`src/sv/pwm_divider_wrap_calculator_defines.svh`:
```
`ifndef PWM_DIVIDER_WRAP_CALCULATOR_DEFINES_SVH
`define PWM_DIVIDER_WRAP_CALCULATOR_DEFINES_SVH

// same-cycle implication, sampled on clk, off during rst
`define PDW_ASSERT_IMP(label, ante, cons, msg) \
  label: assert property (@(posedge clk) disable iff (rst) (ante) |-> (cons)) else $error(msg);

// next-cycle implication, sampled on clk, off during rst
`define PDW_ASSERT_NXT(label, ante, cons, msg) \
  label: assert property (@(posedge clk) disable iff (rst) (ante) |=> (cons)) else $error(msg);

`endif

```
`src/sv/pdw_pkg.sv`:
```
`default_nettype none

package pdw_pkg;

  localparam int DIV_STEPS = 32;
  localparam int CNT_W = $clog2(DIV_STEPS);

  localparam logic [27:0] SRC_CLK_RESET = 28'd125000000;

  // exact reciprocals for 32-bit operands: x/5 = (x*R5)>>34, x/3 = (x*R3)>>33
  localparam logic [31:0] RECIP5 = 32'hCCCCCCCD;
  localparam logic [31:0] RECIP3 = 32'hAAAAAAAB;

  localparam logic [31:0] MIN_DIV5 = 32'd80;
  localparam logic [31:0] MIN_DIV3 = 32'd48;
  localparam logic [31:0] MIN_DIV2 = 32'd32;
  localparam logic [31:0] DIV_LOW = 32'd16;
  localparam logic [31:0] DIV_HIGH = 32'd4096;
  localparam logic [15:0] LEVEL_FULL = 16'hFFFF;

  typedef struct packed {
    logic [27:0] requested_freq;
    logic [15:0] duty;
  } in_item_t;

  typedef struct packed {
    logic        ok;
    logic [11:0] divider_8p4;
    logic [15:0] wrap_top;
    logic [15:0] compare_level;
  } out_item_t;

  typedef struct packed {
    logic load;
    logic div_step;
    logic recip;
    logic fstep;
    logic mult;
    logic scale;
  } cmd_t;

  typedef struct packed {
    logic div_last;
    logic no_move;
  } status_t;

endpackage

`default_nettype wire

```
`src/sv/pdw_datapath.sv`:
```
`default_nettype none

`include "pwm_divider_wrap_calculator_defines.svh"

module pdw_datapath import pdw_pkg::*; #(
  parameter int TOP_LIMIT = 65534
) (
  input  wire logic        clk,
  input  wire logic        rst,
  input  wire logic        cfg_we,
  input  wire logic [27:0] cfg_data,
  input  wire in_item_t    in_data,
  input  wire cmd_t        cmd,
  output status_t          status,
  output out_item_t        out_data
);

  localparam logic [18:0] LIM = 19'(TOP_LIMIT);

  logic [27:0]      src_clk;
  logic [27:0]      freq;
  logic [15:0]      duty;
  logic [27:0]      rem;
  logic [31:0]      quot;
  logic [CNT_W-1:0] cnt;
  logic [15:0]      top;
  logic [29:0]      q5;
  logic [30:0]      q3;
  logic [31:0]      prod;

  logic [28:0] trial;
  logic        ge;
  logic [63:0] p5;
  logic [63:0] p3;
  logic [31:0] q5x5;
  logic [31:0] q3x3;
  logic [18:0] top5;
  logic [17:0] top3;
  logic [16:0] top2;
  logic        mv5;
  logic        mv3;
  logic        mv2;
  logic [15:0] pa;
  logic [15:0] pb;
  logic [16:0] psum;
  logic [1:0]  corr;
  logic [15:0] level;
  logic        ok_final;

  // restoring division of 16*source clock by the frequency
  assign trial = {rem, quot[31]};
  assign ge    = trial >= {1'b0, freq};

  assign p5   = {32'd0, quot} * {32'd0, RECIP5};
  assign p3   = {32'd0, quot} * {32'd0, RECIP3};
  assign q5x5 = {q5, 2'b00} + {2'b00, q5};
  assign q3x3 = {q3, 1'b0} + {1'b0, q3};
  assign top5 = {1'b0, top, 2'b00} + {3'b000, top};
  assign top3 = {1'b0, top, 1'b0} + {2'b00, top};
  assign top2 = {top, 1'b0};

  assign mv5 = (quot >= MIN_DIV5) && (q5x5 == quot) && (top5 <= LIM);
  assign mv3 = (quot >= MIN_DIV3) && (q3x3 == quot) && ({1'b0, top3} <= LIM);
  assign mv2 = (quot >= MIN_DIV2) && ({2'b00, top2} <= LIM);

  assign status.div_last = cnt == CNT_W'(DIV_STEPS - 1);
  assign status.no_move  = !(mv5 || mv3 || mv2);

  // x/65535 for x = a*2^16 + b is a + (a+b)/65535, and (a+b)/65535 is at most 2
  assign pa    = prod[31:16];
  assign pb    = prod[15:0];
  assign psum  = {1'b0, pa} + {1'b0, pb};
  assign corr  = (psum >= {LEVEL_FULL, 1'b0}) ? 2'd2 :
                 (psum >= {1'b0, LEVEL_FULL}) ? 2'd1 : 2'd0;
  assign level = pa + {14'd0, corr};

  assign ok_final = (freq != 28'd0) && (quot >= DIV_LOW) && (quot < DIV_HIGH);

  always_ff @(posedge clk) begin
    if (rst) begin
      src_clk <= SRC_CLK_RESET;
    end else if (cfg_we) begin
      src_clk <= cfg_data;
    end
  end

  always_ff @(posedge clk) begin
    if (rst) begin
      top <= 16'd1;
    end else if (cmd.load) begin
      top <= 16'd1;
    end else if (cmd.fstep) begin
      if (mv5) begin
        top <= top5[15:0];
      end else if (mv3) begin
        top <= top3[15:0];
      end else if (mv2) begin
        top <= top2[15:0];
      end
    end
  end

  always_ff @(posedge clk) begin
    if (cmd.load) begin
      freq <= in_data.requested_freq;
      duty <= in_data.duty;
      rem  <= 28'd0;
      quot <= {src_clk, 4'b0000};
      cnt  <= '0;
    end else if (cmd.div_step) begin
      rem  <= ge ? 28'(trial - {1'b0, freq}) : trial[27:0];
      quot <= {quot[30:0], ge};
      cnt  <= cnt + CNT_W'(1);
    end else if (cmd.fstep) begin
      if (mv5) begin
        quot <= {2'b00, q5};
      end else if (mv3) begin
        quot <= {1'b0, q3};
      end else if (mv2) begin
        quot <= {1'b0, quot[31:1]};
      end
    end
    if (cmd.recip) begin
      q5 <= p5[63:34];
      q3 <= p3[63:33];
    end
    if (cmd.mult) begin
      prod <= {16'd0, duty} * ({16'd0, top} + 32'd1);
    end
  end

  always_ff @(posedge clk) begin
    if (rst) begin
      out_data <= '0;
    end else if (cmd.scale) begin
      if (ok_final) begin
        out_data.ok            <= 1'b1;
        out_data.divider_8p4   <= quot[11:0];
        out_data.wrap_top      <= top;
        out_data.compare_level <= level;
      end else begin
        out_data <= '0;
      end
    end
  end

  `PDW_ASSERT_IMP(a_top_limit, 1'b1, {3'b000, top} <= LIM, "wrap count above limit")
  `PDW_ASSERT_NXT(a_div_shrinks, cmd.fstep && !status.no_move, quot < $past(quot), "divider did not shrink")
  `PDW_ASSERT_NXT(a_fail_zero, cmd.scale && !ok_final, out_data == '0, "failure result not cleared")
  `PDW_ASSERT_NXT(a_level_bound, cmd.scale && ok_final, {1'b0, out_data.compare_level} <= {1'b0, out_data.wrap_top} + 17'd1, "compare level above wrap")

endmodule

`default_nettype wire

```
`src/sv/pdw_ctrl.sv`:
```
`default_nettype none

`include "pwm_divider_wrap_calculator_defines.svh"

module pdw_ctrl import pdw_pkg::*; (
  input  wire logic    clk,
  input  wire logic    rst,
  input  wire logic    in_valid,
  output logic         in_ready,
  output logic         out_valid,
  input  wire logic    out_ready,
  input  wire status_t status,
  output cmd_t         cmd
);

  typedef enum logic [5:0] {
    ST_IDLE  = 6'b000001,
    ST_DIV   = 6'b000010,
    ST_RECIP = 6'b000100,
    ST_STEP  = 6'b001000,
    ST_MULT  = 6'b010000,
    ST_SCALE = 6'b100000
  } state_t;

  state_t state;
  state_t state_next;
  logic   out_free;

  assign in_ready = state == ST_IDLE;
  assign out_free = !out_valid || out_ready;

  always_comb begin
    state_next = state;
    cmd        = '0;
    case (state)
      ST_IDLE: begin
        if (in_valid) begin
          cmd.load   = 1'b1;
          state_next = ST_DIV;
        end
      end
      ST_DIV: begin
        cmd.div_step = 1'b1;
        if (status.div_last) begin
          state_next = ST_RECIP;
        end
      end
      ST_RECIP: begin
        cmd.recip  = 1'b1;
        state_next = ST_STEP;
      end
      ST_STEP: begin
        cmd.fstep  = 1'b1;
        state_next = status.no_move ? ST_MULT : ST_RECIP;
      end
      ST_MULT: begin
        cmd.mult   = 1'b1;
        state_next = ST_SCALE;
      end
      ST_SCALE: begin
        // wait until the output register is free
        if (out_free) begin
          cmd.scale  = 1'b1;
          state_next = ST_IDLE;
        end
      end
      default: begin
        state_next = ST_IDLE;
      end
    endcase
  end

  always_ff @(posedge clk) begin
    if (rst) begin
      state     <= ST_IDLE;
      out_valid <= 1'b0;
    end else begin
      state <= state_next;
      if (cmd.scale) begin
        out_valid <= 1'b1;
      end else if (out_ready) begin
        out_valid <= 1'b0;
      end
    end
  end

  `PDW_ASSERT_IMP(a_no_overwrite, cmd.scale, !out_valid || out_ready, "result overwritten")
  `PDW_ASSERT_NXT(a_accept_start, in_valid && in_ready, state == ST_DIV, "division not started")
  `PDW_ASSERT_NXT(a_div_end, state == ST_DIV && status.div_last, state == ST_RECIP, "division overran")

endmodule

`default_nettype wire

```
`src/sv/pwm_divider_wrap_calculator.sv`:
```
// PWM divider and wrap calculator.
// Input channel (in_valid/in_ready/in_data) carries a request: the desired
// PWM frequency and a 16-bit duty. Output channel (out_valid/out_ready/
// out_data) returns one result per request: ok flag, 8.4 clock divider,
// counter wrap value and compare level; all zero on failure.
// cfg_we/cfg_data write the source clock frequency; write only while idle.
// One request at a time. After acceptance the block runs a restoring
// division, then factoring steps (each one reciprocal multiply and one
// check/update, at most 15 moves plus the final check), then a multiply
// and a scaling step before out_valid rises. The division loop and the
// factoring loop set how long a request takes.
// A new request is taken as soon as the core is back in idle, even while
// the previous result still waits in the output register; if the receiver
// stalls, the next result waits in its last cycle until that register frees.
// Reset (rst, synchronous) returns to idle, drops out_valid and loads the
// source clock register with 125 MHz.
`default_nettype none

module pwm_divider_wrap_calculator import pdw_pkg::*; #(
  parameter int TOP_LIMIT = 65534
) (
  input  wire logic        clk,
  input  wire logic        rst,
  input  wire logic        cfg_we,
  input  wire logic [27:0] cfg_data,
  input  wire logic        in_valid,
  output logic             in_ready,
  input  wire in_item_t    in_data,
  output logic             out_valid,
  input  wire logic        out_ready,
  output out_item_t        out_data
);

  cmd_t    cmd;
  status_t status;

  pdw_ctrl u_ctrl (
    .clk       (clk),
    .rst       (rst),
    .in_valid  (in_valid),
    .in_ready  (in_ready),
    .out_valid (out_valid),
    .out_ready (out_ready),
    .status    (status),
    .cmd       (cmd)
  );

  pdw_datapath #(
    .TOP_LIMIT (TOP_LIMIT)
  ) u_datapath (
    .clk      (clk),
    .rst      (rst),
    .cfg_we   (cfg_we),
    .cfg_data (cfg_data),
    .in_data  (in_data),
    .cmd      (cmd),
    .status   (status),
    .out_data (out_data)
  );

endmodule

`default_nettype wire
```
`config.mk`:
```
export PLATFORM = sky130hd
export DESIGN_NAME = pwm_divider_wrap_calculator
export DESIGN_NICKNAME = d
export VERILOG_FILES = /design/src/sv/pdw_pkg.sv /design/src/sv/pdw_datapath.sv /design/src/sv/pdw_ctrl.sv /design/src/sv/pwm_divider_wrap_calculator.sv
export VERILOG_INCLUDE_DIRS = /design/src /design/src/sv
export SDC_FILE = /design/constraint.sdc
export NUM_CORES = 2
export LEC_CHECK = 0
export ABC_CLOCK_PERIOD_IN_PS = 7700
export BUFFER_PORTS_ARGS = -buffer_cell sky130_fd_sc_hd__buf_4
export CORE_MARGIN = 8
export CORE_UTILIZATION = 30
export CTS_CLUSTER_DIAMETER = 50
export CTS_CLUSTER_SIZE = 16
export DETAILED_ROUTE_END_ITERATION = 10
export PLACE_DENSITY = 0.53
export SLEW_MARGIN = 20
export SYNTH_ARGS = -nofsm -noshare
export SYNTH_HDL_FRONTEND = slang
export SYNTH_SLANG_ARGS = --single-unit
export TNS_END_PERCENT = 1
```
`constraint.sdc`:
```
create_clock -name clk -period 7.7 [get_ports clk]
set_input_delay 2.31 -clock clk [delete_from_list [all_inputs] [get_ports clk]]
set_output_delay 2.31 -clock clk [all_outputs]
set_load 0.01 [all_outputs]
```
==> metrics.md <==
| Metric | Value |
|---|---|
| Hold slack | `0.474 ns` |
| CP max-delay cell | `fa_2` |
| Final min period | `7.68 ns` |
| Share of layout cells above drive strength 1 | `16.4%` |
| Die Y | `465 um` |
| CP Launch Type | `register` |
| H-tree Lvls | `2` |
| R2r endpoint | `u_datapath.q5[29]$_DFFE_PP_` |
| Cell total after placement | `9,562` |
| Worst-path maximum fanout | `3` |
| Final Setup Violations | `0` |
| Min-Delay Path Class | `reg2reg` |
| Top FF cell, synth | `edfxtp_1` |
| Initial core utilization | `30.2%` |
| Hold Crit Depth | `2` |
| Cts bufs inserted | `50` |
| Synthesized cell area | `0.0605 mm^2` |
| Synth warnings | `0` |
| Synth top cells by count | `inv_1 (1,392), ha_1 (976), fa_1 (955), nand2_1 (347), a21oi_1 (256)` |
| WL/cell | `21.9 um` |
| Final Slew Violations | `0` |
| Total global routing overflow | `0` |
| Post-synthesis register bit count | `298` |
| Vias | `46,900` |
| Buf+Inv Stages, Crit Path | `5` |
| DP HPWL | `185,000 um` |
| Register area | `0.00762 mm^2` |
| R2R Setup Slk | `0.02 ns` |
| Multi-input gate area | `0.0483 mm^2` |
| Min-delay src | `u_datapath.cnt[4]$_SDFFE_PP0P_` |
| Count leader, synth | `inv_1` |
| Sequential-to-total area share from yosys stat | `12.6%` |
| Required @ worst endpoint | `8.10 ns` |
| Fmax | `130 MHz` |
| Synth top area cells | `fa_1 (32%), ha_1 (20%), inv_1 (8.6%), edfxtp_1 (8.2%), dfxtp_1 (4.4%)` |
| Status | `completed` |
| Routed vias/inst | `4.83` |
| Clock tree from TritonCTS | `yes` |
| Reg-to-Reg Start | `u_datapath.quot[17]$_DFFE_PP_` |
| Cts hold-fix bufs | `0` |
| DRT Pass-1 Iters | `5` |
| CTS clk-pin slew, worst paths | `0.06 ns` |
| Vias in the first global route | `49,600` |
| GP Congestion | `0.983` |
| Non-Filler Instances | `9,692` |
| Worst EP arrival | `8.08 ns` |
| Gate count of the mapped netlist | `6,296` |
| Final ANT Viol Nets | `0` |
| Max Root-Sink Buffers | `3` |
| Distinct cells, synth | `82` |
| Max stage delay on crit path | `0.58 ns` |
| Kind of cell adding the most delay to the critical path | `adder cells` |
| Slew @ Worst Pin | `1.03 ns` |
| Largest net degree at the start of global routing | `71` |
| Post-synth EDFFs | `165` |
| Initial antenna violation count | `7` |
| Fill cells | `20,300` |
| Core area | `0.200 mm^2` |
| Die area | `0.216 mm^2` |
| R2R depth | `28` |
| Final net count | `8,999` |
| # DRC | `0` |
| CP dominant cell by count | `fa_1` |
| Synth async-reset ratio | `0%` |
| Yosys top cell by area | `fa_1` |
| # clock sinks | `298` |
| Final WS setup | `0.0236 ns` |
| Synth top area share | `31.6%` |
| DP Worst Slack | `-0.656 ns` |
| Final Cycle Share | `99.7%` |
| Final Hold Viols | `0` |
| Critical path class | `reg2reg` |
| Drt initial violations | `3,285` |
| Worst hold path endpoint | `u_datapath.cnt[4]$_SDFFE_PP0P_` |
| Slew HR | `30.8%` |
| Layout area overhead | `20.0%` |
| Number of I/O pins | `124` |
| Total Routing Usage GR | `19.5%` |
| Routed Wire Length | `213,000 um` |
| Worst-skew pair later-pin latency | `0.67 ns` |
| Input/output buffers | `123` |
| # Max-Cap Violations | `0` |
| Syn Area/Cell | `9.60 um^2` |
| Synth Net Count | `8,304` |
| Clk_skew | `0.0809 ns` |
| RSZ-0062 raised after global routing | `yes` |
| Util after Layout | `36.2%` |
| Die width | `465 um` |
| # rows | `164` |
| Root buffer cell | `clkbuf_16` |
| First-pass GRT wire length | `320,000 um` |
| CP endpoint kind | `register` |
## metrics by stage
stage / setup TNS (ns) / area [um^2]
floorplan: -0.00659 / 60800
global placement: -9.33 / 69400
detailed placement: -10.82 / 69400
CTS: -0.0939 / 71700
global route: -2.41 / 72500
finish: 0 / 72500
## kinds of logic (layout without fill, tap and decap cells)
family	Yosys count	count (layout)	share of synthesized area [%]
compound gates	929	929	10.1
other cells	0	3	0
flops	298	298	12.6
fa+ha+maj	1931	1931	51.8
xor+xnor	334	334	4.85
buf+inv	1560	2297	9.75
simple gates	1159	1159	9.43
mux	85	85	1.44
## state kept, by name, summed over array words and instances, names as in the netlist
name,count
u_ctrl.out_valid,1
u_ctrl.state,6
u_datapath.cnt,5
u_datapath.duty,16
u_datapath.freq,28
u_datapath.out_data,45
u_datapath.prod,32
u_datapath.q3,31
u_datapath.q5,30
u_datapath.quot,32
u_datapath.rem,28
u_datapath.src_clk,28
u_datapath.top,16
## timing repair
item,4_1_cts,5_1_grt
setup endpoints to repair,36,42
gates cloned,0,0
buffers inserted,20,14
resized for setup,94,139
pin swaps,38,93
## tightest hold or removal path: cells and delay by family, from the launching register on
family / cells / cell delay, ns
AO/OA/AOI/OAI: 1 / 0.06
flip-flops: 1 / 0.31
AND/OR/NAND/NOR: 1 / 0.05
## area by class of cell
type / count / share of cell area, %
antenna: 3 / 0.0104
clock buffer: 62 / 1.86
clock inverter: 32 / 0.481
inverter: 1392 / 7.22
multi-input combinational: 4438 / 66.6
sequential: 298 / 10.5
tap: 2656 / 4.58
timing repair buffer: 811 / 8.76
## layer usage
metal / track usage (%) / share of wire [%] / wire length (um)
met5: 0 / 0.013 / 27
met4: 7.09 / 4.4 / 9450
met3: 2.37 / 4.6 / 9880
met2: 31.7 / 45 / 96800
met1: 26.7 / 45 / 96600
## worst max path at each step
stage,slack [ns],cells past startpoint,from,to
floorplan,-0.007,28,u_datapath.quot[31]$_DFFE_PP_,u_datapath.q5[29]$_DFFE_PP_
global placement,-0.58,29,u_datapath.quot[16]$_DFFE_PP_,u_datapath.q5[29]$_DFFE_PP_
detailed placement,-0.66,32,u_datapath.quot[6]$_DFFE_PP_,u_datapath.q3[30]$_DFFE_PP_
CTS,-0.06,29,u_datapath.quot[17]$_DFFE_PP_,u_datapath.q5[29]$_DFFE_PP_
global route,-0.24,30,u_datapath.quot[14]$_DFFE_PP_,u_datapath.q5[29]$_DFFE_PP_
finish,0.02,28,u_datapath.quot[17]$_DFFE_PP_,u_datapath.q5[29]$_DFFE_PP_
## cell usage in the layout (no fill, tap or decap), drive strengths merged, types with 54 or more instances in the layout
master / count
inv: 1408
nand2: 347
a21oi: 256
edfxtp: 165
ha: 976
mux2i: 71
buf: 811
xor2: 152
and2: 128
fa: 955
clkbuf: 62
nor2b: 73
nand3: 101
nor3: 61
o21ai: 178
a21o: 129
dfxtp: 133
xnor2: 182
nor2: 229
nand2b: 54
Power is left out: the tool's default activity adds up to more than one toggle a clock period on the data nets, which glitch-free logic cannot reach.
